--- config.mk ---
export PLATFORM = sky130hd
export DESIGN_NAME = rgb_to_hsl_converter_flat
export DESIGN_NICKNAME = d
export VERILOG_FILES = /design/src/hw/rtl/rgbhsl_pkg.sv /design/src/hw/rtl/rgbhsl_if.sv /design/src/hw/rtl/rgbhsl_div.sv /design/src/hw/rtl/rgb_to_hsl_converter.sv /design/src/flat_wrapper.sv
export SDC_FILE = /design/constraint.sdc
export NUM_CORES = 2
export LEC_CHECK = 0
export BUFFER_PORTS_ARGS = -buffer_cell sky130_fd_sc_hd__buf_2
export CAP_MARGIN = 20
export CORE_AREA = 4 4 355 531
export CTS_BUF_LIST = sky130_fd_sc_hd__clkbuf_8
export CTS_CLUSTER_DIAMETER = 120
export CTS_CLUSTER_SIZE = 12
export DETAILED_ROUTE_END_ITERATION = 8
export DIE_AREA = 0 0 359 535
export HOLD_SLACK_MARGIN = 0.05
export PLACE_DENSITY = 0.56
export SLEW_MARGIN = 20
export SYNTH_ARGS = -nofsm -noshare
export SYNTH_HDL_FRONTEND = slang
export SYNTH_SLANG_ARGS = --single-unit
--- constraint.sdc ---
create_clock -name clk -period 46.6 [get_ports clk]
set_input_delay 2.33 -clock clk [delete_from_list [all_inputs] [get_ports clk]]
set_output_delay 2.33 -clock clk [all_outputs]
set_load 0.1 [all_outputs]
--- src/hw/rtl/rgbhsl_pkg.sv ---
// ----------------------------------------------------------------------------
// rgbhsl_pkg
// Shared constants and types for the RGB to HSL converter.
// ----------------------------------------------------------------------------
package rgbhsl_pkg;

  // Default channel width of the input pixel
  localparam int CHANNEL_BITS_DEF = 8;

  // Result field width (hue, saturation, lightness)
  localparam int OUT_W = 15;

  // Hue in 1/64 degree: one 60 degree sector and the full circle
  localparam int HUE_SECTOR = 3840;
  localparam int HUE_FULL   = 23040;

  // 100 percent in 1/256 percent
  localparam int PCT_FULL = 25600;

  // Which channel holds the maximum (red wins ties, then green)
  typedef enum logic [1:0] {
    SEC_RED   = 2'd0,
    SEC_GREEN = 2'd1,
    SEC_BLUE  = 2'd2
  } sector_t;

endpackage

--- src/hw/rtl/rgbhsl_if.sv ---
// ----------------------------------------------------------------------------
// rgbhsl_rgb_if / rgbhsl_hsl_if
// Valid/ready channels for the input pixel and the HSL result.
// ----------------------------------------------------------------------------
interface rgbhsl_rgb_if #(
  parameter int CHANNEL_BITS = rgbhsl_pkg::CHANNEL_BITS_DEF
);
  logic                    valid;
  logic                    ready;
  logic [CHANNEL_BITS-1:0] red;
  logic [CHANNEL_BITS-1:0] green;
  logic [CHANNEL_BITS-1:0] blue;

  modport source (output valid, output red, output green, output blue, input ready);
  modport sink   (input valid, input red, input green, input blue, output ready);
endinterface

interface rgbhsl_hsl_if;
  logic                          valid;
  logic                          ready;
  logic [rgbhsl_pkg::OUT_W-1:0]  hue;
  logic [rgbhsl_pkg::OUT_W-1:0]  saturation;
  logic [rgbhsl_pkg::OUT_W-1:0]  lightness;

  modport source (output valid, output hue, output saturation, output lightness,
                  input ready);
  modport sink   (input valid, input hue, input saturation, input lightness,
                  output ready);
endinterface

--- src/hw/rtl/rgbhsl_div.sv ---
// ----------------------------------------------------------------------------
// rgbhsl_div
// Pipelined restoring divider, one quotient bit per stage, Q_W stages.
// The quotient must fit in Q_W bits.
// ----------------------------------------------------------------------------
module rgbhsl_div #(
  parameter int NUM_W = 25,
  parameter int DEN_W = 9,
  parameter int Q_W   = 15
) (
  input  logic             clk,
  input  logic             en,
  input  logic [NUM_W-1:0] num_i,
  input  logic [DEN_W-1:0] den_i,
  output logic [Q_W-1:0]   quo_o
);

  localparam int CW = (NUM_W > DEN_W + Q_W) ? NUM_W : DEN_W + Q_W;

  logic [NUM_W-1:0] rem_r [Q_W];
  logic [DEN_W-1:0] den_r [Q_W];
  logic [Q_W-1:0]   quo_r [Q_W];

  for (genvar i = 0; i < Q_W; i++) begin : g_stage
    localparam int K = Q_W - 1 - i;

    logic [NUM_W-1:0] rem_in;
    logic [DEN_W-1:0] den_in;
    logic [Q_W-1:0]   quo_in;
    logic [CW-1:0]    trial;
    logic             take;
    logic [NUM_W-1:0] rem_nxt;
    logic [Q_W-1:0]   quo_nxt;

    if (i == 0) begin : g_first
      assign rem_in = num_i;
      assign den_in = den_i;
      assign quo_in = '0;
    end else begin : g_next
      assign rem_in = rem_r[i-1];
      assign den_in = den_r[i-1];
      assign quo_in = quo_r[i-1];
    end

    always_comb begin
      trial   = CW'(den_in) << K;
      take    = (CW'(rem_in) >= trial);
      rem_nxt = take ? NUM_W'(CW'(rem_in) - trial) : rem_in;
      quo_nxt = quo_in;
      quo_nxt[K] = take;
    end

    always_ff @(posedge clk) begin
      if (en) begin
        rem_r[i] <= rem_nxt;
        den_r[i] <= den_in;
        quo_r[i] <= quo_nxt;
      end
    end
  end

  assign quo_o = quo_r[Q_W-1];

endmodule

--- src/hw/rtl/rgb_to_hsl_converter.sv ---
// ----------------------------------------------------------------------------
// rgb_to_hsl_converter
// Converts one RGB pixel per clock to hue, saturation and lightness.
// ----------------------------------------------------------------------------
//  Channel   Dir  Fields                          Handshake
//  in_ch     in   red, green, blue                valid/ready
//  out_ch    out  hue, saturation, lightness      valid/ready
//
//  Fully pipelined: one pixel per cycle while out_ch does not stall, through
//  input, max/min, operand, bit-per-stage divider and output registers.
//  rst_n is synchronous; it clears the valid bits only.
//  A stall on out_ch freezes the whole pipeline; in_ch.ready drops with it.
// ----------------------------------------------------------------------------
module rgb_to_hsl_converter #(
  parameter int CHANNEL_BITS = rgbhsl_pkg::CHANNEL_BITS_DEF
) (
  input  logic            clk,
  input  logic            rst_n,
  rgbhsl_rgb_if.sink      in_ch,
  rgbhsl_hsl_if.source    out_ch
);

  import rgbhsl_pkg::*;

  localparam int CB  = CHANNEL_BITS;
  localparam int SW  = CB + 1;   // hi + lo
  localparam int NW  = CB + 17;  // divider numerators
  localparam int DW  = CB + 1;   // divider denominators
  localparam int NST = OUT_W;    // divider stages

  localparam logic [CB-1:0] CMAX = {CB{1'b1}};

  // lightness = floor((sum * PCT_FULL + CMAX) / (2 * CMAX)) by reciprocal
  // multiply; the shift is wide enough to be exact for every sum
  localparam longint unsigned CMAX_L   = (64'd1 << CB) - 64'd1;
  localparam longint unsigned LIG_D    = 2 * CMAX_L;
  localparam longint unsigned LIG_NMAX = LIG_D * PCT_FULL + CMAX_L;
  localparam int              LIG_S    = $clog2(LIG_NMAX) + $clog2(LIG_D);
  localparam longint unsigned LIG_M    = ((64'd1 << LIG_S) + LIG_D - 64'd1) / LIG_D;
  localparam longint unsigned LIG_K1   = LIG_M * PCT_FULL;
  localparam longint unsigned LIG_K0   = LIG_M * CMAX_L;
  localparam int              LPW      = LIG_S + OUT_W;

  logic en;

  // ---- stage 1: input register
  logic          s1_valid_r;
  logic [CB-1:0] s1_red_r, s1_green_r, s1_blue_r;

  // ---- stage 2: max/min, sector
  logic          s2_valid_r;
  logic [CB-1:0] s2_delta_r, s2_pos_r, s2_neg_r;
  logic [SW-1:0] s2_sum_r;
  sector_t       s2_sec_r;
  logic          s2_grey_r;

  logic [CB-1:0] hi, lo, pos_nxt, neg_nxt;
  sector_t       sec_nxt;

  // ---- stage 3: numerators and denominators
  logic             s3_valid_r, s3_grey_r;
  logic [NW-1:0]    s3_hnum_r, s3_snum_r;
  logic [DW-1:0]    s3_hden_r, s3_sden_r;
  logic [OUT_W-1:0] s3_lig_r;

  logic [NW-1:0]    hbase, hacc, hneg, hadj, hnum, hue_num, sat_num;
  logic [CB-1:0]    span;
  logic [SW-1:0]    twice_max;
  logic [LPW-1:0]   lig_prod;
  logic [OUT_W-1:0] lig_val;

  // ---- divider stages
  logic             dv_valid_r [NST];
  logic             dv_grey_r  [NST];
  logic [OUT_W-1:0] dv_lig_r   [NST];
  logic [OUT_W-1:0] hue_q, sat_q;

  // ---- output register
  logic             out_valid_r;
  logic [OUT_W-1:0] out_hue_r, out_sat_r, out_lig_r;
  logic [OUT_W-1:0] hue_fix;

  assign en          = !out_valid_r || out_ch.ready;
  assign in_ch.ready = en;

  // stage 2 logic
  always_comb begin
    hi = s1_red_r;
    lo = s1_red_r;
    if (s1_green_r > hi) hi = s1_green_r;
    if (s1_blue_r  > hi) hi = s1_blue_r;
    if (s1_green_r < lo) lo = s1_green_r;
    if (s1_blue_r  < lo) lo = s1_blue_r;

    if (hi == s1_red_r) begin
      sec_nxt = SEC_RED;
      pos_nxt = s1_green_r;
      neg_nxt = s1_blue_r;
    end else if (hi == s1_green_r) begin
      sec_nxt = SEC_GREEN;
      pos_nxt = s1_blue_r;
      neg_nxt = s1_red_r;
    end else begin
      sec_nxt = SEC_BLUE;
      pos_nxt = s1_red_r;
      neg_nxt = s1_green_r;
    end
  end

  // stage 3 logic: operands for round(n/d) = (2n + d) / 2d
  always_comb begin
    case (s2_sec_r)
      SEC_RED:   hbase = '0;
      SEC_GREEN: hbase = NW'(s2_delta_r) * NW'(2 * HUE_SECTOR);
      SEC_BLUE:  hbase = NW'(s2_delta_r) * NW'(4 * HUE_SECTOR);
      default:   hbase = '0;
    endcase
    hacc = hbase + NW'(s2_pos_r) * NW'(HUE_SECTOR);
    hneg = NW'(s2_neg_r) * NW'(HUE_SECTOR);
    // wrap negative hue by a full circle
    hadj = (hacc < hneg) ? hacc + NW'(s2_delta_r) * NW'(HUE_FULL) : hacc;
    hnum = hadj - hneg;
    hue_num = (hnum << 1) + NW'(s2_delta_r);

    twice_max = {CMAX, 1'b0};
    span = (s2_sum_r <= SW'(CMAX)) ? CB'(s2_sum_r) : CB'(twice_max - s2_sum_r);
    sat_num = NW'(s2_delta_r) * NW'(2 * PCT_FULL) + NW'(span);

    lig_prod = LPW'(s2_sum_r) * LPW'(LIG_K1) + LPW'(LIG_K0);
    lig_val  = lig_prod[LIG_S +: OUT_W];
  end

  // control registers
  always_ff @(posedge clk) begin
    if (!rst_n) begin
      s1_valid_r  <= 1'b0;
      s2_valid_r  <= 1'b0;
      s3_valid_r  <= 1'b0;
      out_valid_r <= 1'b0;
      for (int i = 0; i < NST; i++) dv_valid_r[i] <= 1'b0;
    end else if (en) begin
      s1_valid_r <= in_ch.valid;
      s2_valid_r <= s1_valid_r;
      s3_valid_r <= s2_valid_r;
      dv_valid_r[0] <= s3_valid_r;
      for (int i = 1; i < NST; i++) dv_valid_r[i] <= dv_valid_r[i-1];
      out_valid_r <= dv_valid_r[NST-1];
    end
  end

  // payload registers
  always_ff @(posedge clk) begin
    if (en) begin
      s1_red_r   <= in_ch.red;
      s1_green_r <= in_ch.green;
      s1_blue_r  <= in_ch.blue;

      s2_delta_r <= hi - lo;
      s2_sum_r   <= SW'(hi) + SW'(lo);
      s2_pos_r   <= pos_nxt;
      s2_neg_r   <= neg_nxt;
      s2_sec_r   <= sec_nxt;
      s2_grey_r  <= (hi == lo);

      s3_grey_r  <= s2_grey_r;
      s3_hnum_r  <= hue_num;
      s3_hden_r  <= {s2_delta_r, 1'b0};
      s3_snum_r  <= sat_num;
      s3_sden_r  <= {span, 1'b0};
      s3_lig_r   <= lig_val;

      dv_grey_r[0] <= s3_grey_r;
      dv_lig_r[0]  <= s3_lig_r;
      for (int i = 1; i < NST; i++) begin
        dv_grey_r[i] <= dv_grey_r[i-1];
        dv_lig_r[i]  <= dv_lig_r[i-1];
      end

      out_hue_r <= dv_grey_r[NST-1] ? '0 : hue_fix;
      out_sat_r <= dv_grey_r[NST-1] ? '0 : sat_q;
      out_lig_r <= dv_lig_r[NST-1];
    end
  end

  // hue that rounds up to a full circle wraps to zero
  assign hue_fix = (hue_q >= OUT_W'(HUE_FULL)) ? hue_q - OUT_W'(HUE_FULL) : hue_q;

  rgbhsl_div #(.NUM_W(NW), .DEN_W(DW), .Q_W(OUT_W)) u_div_hue (
    .clk   (clk),
    .en    (en),
    .num_i (s3_hnum_r),
    .den_i (s3_hden_r),
    .quo_o (hue_q)
  );

  // black and white pixels reach this with a zero divisor; grey results are discarded
  rgbhsl_div #(.NUM_W(NW), .DEN_W(DW), .Q_W(OUT_W)) u_div_sat (
    .clk   (clk),
    .en    (en),
    .num_i (s3_snum_r),
    .den_i (s3_sden_r),
    .quo_o (sat_q)
  );

  assign out_ch.valid      = out_valid_r;
  assign out_ch.hue        = out_hue_r;
  assign out_ch.saturation = out_sat_r;
  assign out_ch.lightness  = out_lig_r;

endmodule

--- src/flat_wrapper.sv ---
// flat-port wrapper written by rule: the top's interface ports become plain ports
module rgb_to_hsl_converter_flat import rgbhsl_pkg::*;
#(
  parameter int CHANNEL_BITS = rgbhsl_pkg::CHANNEL_BITS_DEF
)
  (clk, rst_n, in_ch_valid, in_ch_red, in_ch_green, in_ch_blue, in_ch_ready, out_ch_valid, out_ch_hue, out_ch_saturation, out_ch_lightness, out_ch_ready);
  rgbhsl_rgb_if #(.CHANNEL_BITS(CHANNEL_BITS)) in_ch_i ();
  rgbhsl_hsl_if out_ch_i ();
  input  logic clk;
  input  logic rst_n;
  input wire logic [$bits(in_ch_i.valid)-1:0] in_ch_valid;
  input wire logic [$bits(in_ch_i.red)-1:0] in_ch_red;
  input wire logic [$bits(in_ch_i.green)-1:0] in_ch_green;
  input wire logic [$bits(in_ch_i.blue)-1:0] in_ch_blue;
  output wire logic [$bits(in_ch_i.ready)-1:0] in_ch_ready;
  output wire logic [$bits(out_ch_i.valid)-1:0] out_ch_valid;
  output wire logic [$bits(out_ch_i.hue)-1:0] out_ch_hue;
  output wire logic [$bits(out_ch_i.saturation)-1:0] out_ch_saturation;
  output wire logic [$bits(out_ch_i.lightness)-1:0] out_ch_lightness;
  input wire logic [$bits(out_ch_i.ready)-1:0] out_ch_ready;
  assign in_ch_i.valid = in_ch_valid;
  assign in_ch_i.red = in_ch_red;
  assign in_ch_i.green = in_ch_green;
  assign in_ch_i.blue = in_ch_blue;
  assign in_ch_ready = in_ch_i.ready;
  assign out_ch_valid = out_ch_i.valid;
  assign out_ch_hue = out_ch_i.hue;
  assign out_ch_saturation = out_ch_i.saturation;
  assign out_ch_lightness = out_ch_i.lightness;
  assign out_ch_i.ready = out_ch_ready;
  rgb_to_hsl_converter #(.CHANNEL_BITS(CHANNEL_BITS)) u_core (.clk(clk), .rst_n(rst_n), .in_ch(in_ch_i), .out_ch(out_ch_i));
endmodule
-- Word-level counts from Yosys, hierarchy flattened
Memory sizes are Yosys's and may differ from the RTL's. A register that Yosys moved wholly into a read port is not among the register bits.
Cells that the tools add are included.
- register bits after elaboration: 160
- memory bits (writable): 1725
- logic and storage cells: 198
- memories kept: 9
- add/subtract/negate cells: 40
- multipliers: 7
- order comparisons: 37
- eq/ne operators: 5
- multiplexer cells: 63
- bitwise operators: 15
- reduce and logical (&&, ||, !) cells: 3
- memories (memory ; words ; width ; read ports ; clocked after Yosys merged registers in ; wr ports ; line ; RTL):
    u_core.u_div_hue.rem_r ; 15 ; 25 ; 14 ; 0 ; 15 ; rgbhsl_div.sv:20 ; logic [NUM_W-1:0] rem_r [Q_W];
    u_core.u_div_sat.rem_r ; 15 ; 25 ; 14 ; 0 ; 15 ; rgbhsl_div.sv:20 ;
    u_core.dv_lig_r ; 15 ; 15 ; 15 ; 1 ; 15 ; rgb_to_hsl_converter.sv:75 ; logic [OUT_W-1:0] dv_lig_r [NST];
    u_core.u_div_hue.quo_r ; 15 ; 15 ; 15 ; 0 ; 15 ; rgbhsl_div.sv:22 ; logic [Q_W-1:0] quo_r [Q_W];
    u_core.u_div_sat.quo_r ; 15 ; 15 ; 15 ; 1 ; 15 ; rgbhsl_div.sv:22 ;
    u_core.u_div_hue.den_r ; 15 ; 9 ; 14 ; 0 ; 15 ; rgbhsl_div.sv:21 ; logic [DEN_W-1:0] den_r [Q_W];
    +3 memories ; n/a ; n/a ; n/a ; n/a ; n/a ; n/a ;
- operator list (cell ; count):
    $mux 25 ; 30
    $mux 8 ; 9
    $ge 25x10->1 ; 2
    $ge 25x11->1 ; 2
    $ge 25x12->1 ; 2
    $ge 25x13->1 ; 2
    $ge 25x14->1 ; 2
    $ge 25x15->1 ; 2
    $ge 25x16->1 ; 2
    $ge 25x17->1 ; 2
    $ge 25x18->1 ; 2
    $ge 25x19->1 ; 2
    $ge 25x20->1 ; 2
    $ge 25x21->1 ; 2
    $ge 25x22->1 ; 2
    $ge 25x23->1 ; 2
    $ge 25x9->1 ; 2
    $sub 25x10->25 ; 2
    $sub 25x11->25 ; 2
    $sub 25x12->25 ; 2
    $sub 25x13->25 ; 2
    $sub 25x14->25 ; 2
    $sub 25x15->25 ; 2
    $sub 25x16->25 ; 2
    38 further kinds ; 87

-- Depth between registers and ports, before layout
- depth in word-level cells: 7
- mapped depth: 37

-- By module
From an unflattened synthesis, not the netlist that was laid out.
- cell total of the unflattened synthesis: 6137
- area total of the unflattened synthesis: 80130.6 um^2
- by module, submodules not included (module ; times used ; cells each ; area each (um^2)):
    rgbhsl_div (u_core.u_div_hue) ; 1 ; 2140 ; 28090.7
    rgbhsl_div (u_core.u_div_sat) ; 1 ; 2106 ; 27926.8
    rgb_to_hsl_converter ; 1 ; 1891 ; 24113.1

-- Worst setup path after synthesis
OpenSTA, ideal clock, no wires.
- path type: in2reg
- start point: input port out_ch_ready
- end point: memory u_core.dv_valid_r[9] (data pin)
- arrival: 42.061 ns
- required time: 46.260 ns
- slack: 4.199 ns
- stages on the path: 4
- path buffers: 1
- cell sequence: nor2b_1 > inv_1 > clkbuf_1 > and3_1
- RTL lines (what ; line ; RTL):
    start: declaration ; flat_wrapper.sv:20 ; input wire logic [$bits(out_ch_i.ready)-1:0] out_ch_ready;
    end: declaration ; rgb_to_hsl_converter.sv:73 ; logic dv_valid_r [NST];

==> results.sh <==
export IMPL_first_iter_violations=1669
export IMPL_grt_overflow_total=0
export IMPL_nets=6305
export IMPL_dieHeight_um=535
export IMPL_ctsResizeCount=0
export IMPL_clkTransAtPathRegs_ns=0.09
export IMPL_synth_most_common_cell="edfxtp_1"
export IMPL_ys_top_cells_by_count="edfxtp_1 (1341), inv_1 (596), ha_1 (492), nor2_1 (363), nand2_1 (307)"
export IMPL_yosysTopAreaCellShare=0.580
export IMPL_holdCritPathClass="reg -> reg"
export IMPL_seq_area_frac_synth=0.584
export IMPL_skew_ns=0.0512
export IMPL_ys_types=85
export IMPL_ant_nets=0
export IMPL_ios=75
export IMPL_layout_drive_gt1_share=0.0557
export IMPL_synth_nets=6173
export IMPL_synthAdderAreaFrac=0.121
export IMPL_fmax_ghz=0.107
export IMPL_wl_per_cell_um=15.5
export IMPL_clockBufferDepth=3
export IMPL_drc=0
export IMPL_critPathArrivalTime_ns=9.95
export IMPL_tritoncts="done"
export IMPL_gp_congestion=0.852
export IMPL_worstPathMaxFanout=20
export IMPL_die_w_um=359
export IMPL_slowest_stage="edfxtp_1"
export IMPL_vias=40100
export IMPL_yosys_area_share_simple=0.104
export IMPL_startpoint_type="flop"
export IMPL_yosysTopAreaCell="edfxtp_1"
export IMPL_ys_warn_count=0
export IMPL_nFillCells=17200
export IMPL_ys_async_sr_fraction=0
export IMPL_outcome="completed"
export IMPL_grt_pass1_vias=42200
export IMPL_multi_input_area_um2=26300
export IMPL_seq_area_um2=40500
export IMPL_grt_max_degree=135
export IMPL_synth_top_family_by_area="adder cells"
export IMPL_clkLatencyLatePin_ns=0.87
export IMPL_port_buffers=74
export IMPL_cts_hold_buffers_added=0
export IMPL_start_util=0.377
export IMPL_ys_flop_type="edfxtp_1"
export IMPL_dieArea_um2=192000
export IMPL_wirelength_mm=126
export IMPL_synth_edf_count=1341
export IMPL_post_route_period_util=0.201
export IMPL_synth_seq_cells=1354
export IMPL_syn_area_um2=69400
export IMPL_period_needed_ns=9.35
export IMPL_finalHoldViolations=0
export IMPL_drtPass1Iterations=5
export IMPL_postSynthCellCount=5542
export IMPL_rsz0062_at_grt="no"
export IMPL_setup_violations=0
export IMPL_antenna_found_initial=1
export IMPL_post_cts_setup_buffer_count=0
export IMPL_max_slew_margin=0.211
export IMPL_grt_use_total=0.131
export IMPL_synth_area_leaders="edfxtp_1 (58%), ha_1 (8.9%), inv_1 (3.2%)"
export IMPL_worstSetupPathType="reg -> reg"
export IMPL_cts_buffers=131
export IMPL_cap_violations=0
export IMPL_synth_mux_area_frac=0.0128
export IMPL_required_ns=47.20
export IMPL_clockRootBuffer="clkbuf_8"
export IMPL_slowest_delay_ns=0.79
export IMPL_synth_xor_area_frac=0.0584
export IMPL_grt_pass1_wl_mm=204
export IMPL_ctsHtreeMaxLevel=4
export IMPL_totalNegativeSetupSlack_ns=0
export IMPL_core_area_um2=184000
export IMPL_vias_per_cell=4.92
export IMPL_postSynthAreaPerCell_um2=12.5
export IMPL_syn_to_final_growth_pct=7.76
export IMPL_worst_pin_slew_ns=1.17
export IMPL_placement_rows=193
export IMPL_crit_path_end_kind="flop"
export IMPL_synth_compound_gate_area_share=0.0817
export IMPL_report_final_slew_viol_count=0
export IMPL_dp_hpwl_mm=95.2
export IMPL_cts_sinks=1354
-- worst max-delay path: cells and delay by family, from the launching register on --
kind / cells / cell delay [ns]
xor gates and xnor gates: 1 / 0.25
buffers and inverters: 1 / 0.23
and+or+nand+nor: 8 / 1.73
DFF: 1 / 0.79
AOI/OAI and AO/OA: 14 / 3.39
adders and majority gates: 6 / 2.35
muxes: 1 / 0.32
-- final timing paths --
kind,startpoint,cells past startpoint,slack (ns),to
worst max-delay path,u_core.s2_sum_r[0]$_DFFE_PN_,31,37.25,u_core.s3_hnum_r[24]$_DFFE_PN_
worst min register to register,u_core.dv_grey_r[0][6]$_DFFE_PN_,0,0.39,u_core.dv_grey_r[0][7]$_DFFE_PN_
worst max register to register,u_core.s2_sum_r[0]$_DFFE_PN_,31,37.25,u_core.s3_hnum_r[24]$_DFFE_PN_
worst min-delay path,u_core.dv_grey_r[0][6]$_DFFE_PN_,0,0.39,u_core.dv_grey_r[0][7]$_DFFE_PN_
-- cells by family (layout without fill, tap and decap cells) --
group,after synthesis,after routing
AOI/OAI and AO/OA,920,920
xor gates and xnor gates,463,463
adders and majority gates,603,603
buffers and inverters,699,867
DFF,1354,1354
muxes,86,86
other,1,2
and+or+nand+nor,1416,1416
-- state kept, by name (all words and copies together) (netlist names), 6 cells and up, named ones only --
name                      flops
u_core.u_div_hue.rem_r      274
u_core.u_div_sat.rem_r      259
u_core.dv_lig_r             225
u_core.u_div_hue.quo_r      120
u_core.u_div_sat.quo_r      120
u_core.u_div_hue.den_r       84
u_core.u_div_sat.den_r       76
u_core.s3_hnum_r             17
u_core.dv_grey_r             15
u_core.dv_valid_r            15
u_core.out_ch.hue            15
u_core.out_ch.lightness      15
u_core.out_ch.saturation     15
u_core.s3_lig_r              15
u_core.s3_snum_r             11
u_core.s2_sum_r               9
u_core.s1_blue_r              8
u_core.s1_green_r             8
u_core.s1_red_r               8
u_core.s2_neg_r               8
u_core.s2_pos_r               8
u_core.s2_delta_r             7
u_core.s3_hden_r              7
u_core.s3_sden_r              6
-- final cells by class --
cell class	count	share of cell area
sequential	1354	0.542
multi-input combinational	3489	0.351
tap	2437	0.0407
inverter	596	0.0300
clock buffer	131	0.0241
timing repair buffer	102	0.00794
clock inverter	38	0.00440
antenna	1	0.0000334
-- through the flow --
stage / hold WS, ns / utilization / area (um2) / instances / worst slack [ns]
floorplan: 0.400 / - / 69400 / 5542 / 4.20
global placement: 0.400 / 0.395 / 72700 / 7976 / 37.37
detailed placement: 0.405 / 0.395 / 72700 / 7977 / 37.26
CTS: 0.394 / 0.407 / 74800 / 8146 / 37.16
global route: 0.399 / 0.407 / 74800 / 8148 / 36.80
finish: 0.392 / 0.407 / 74800 / 8148 / 37.25
-- placed cells by master, fill, tap and decap left out, drive strengths merged, types with 24 or more instances in the layout --
cell type and instances:
mux2i 65, inv 630, nor4 77, nand2 307
o31ai 41, and4 27, nand3 70, or3 35
a21oi 281, clkbuf 132, xnor2 254, ha 492
or4 24, nand3b 26, edfxtp 1341, fa 111
nand4 63, a21boi 80, o21a 33, nor2 363
xor2 209, nor2b 113, nor3 120, nand2b 71
buf 101, a21o 83, o21ai 253
-- metal layers --
layer  vias up  GRT usage  routed length, um
met3       297     0.0182               3070
met5         -          0                  0
met1     19200      0.113              42200
li1      20100          -                  -
met2       490      0.281              75500
met4         0     0.0619               5530
Power is left out: the tool's default activity adds up to more than one toggle a clock period on the data nets, which glitch-free logic cannot reach.
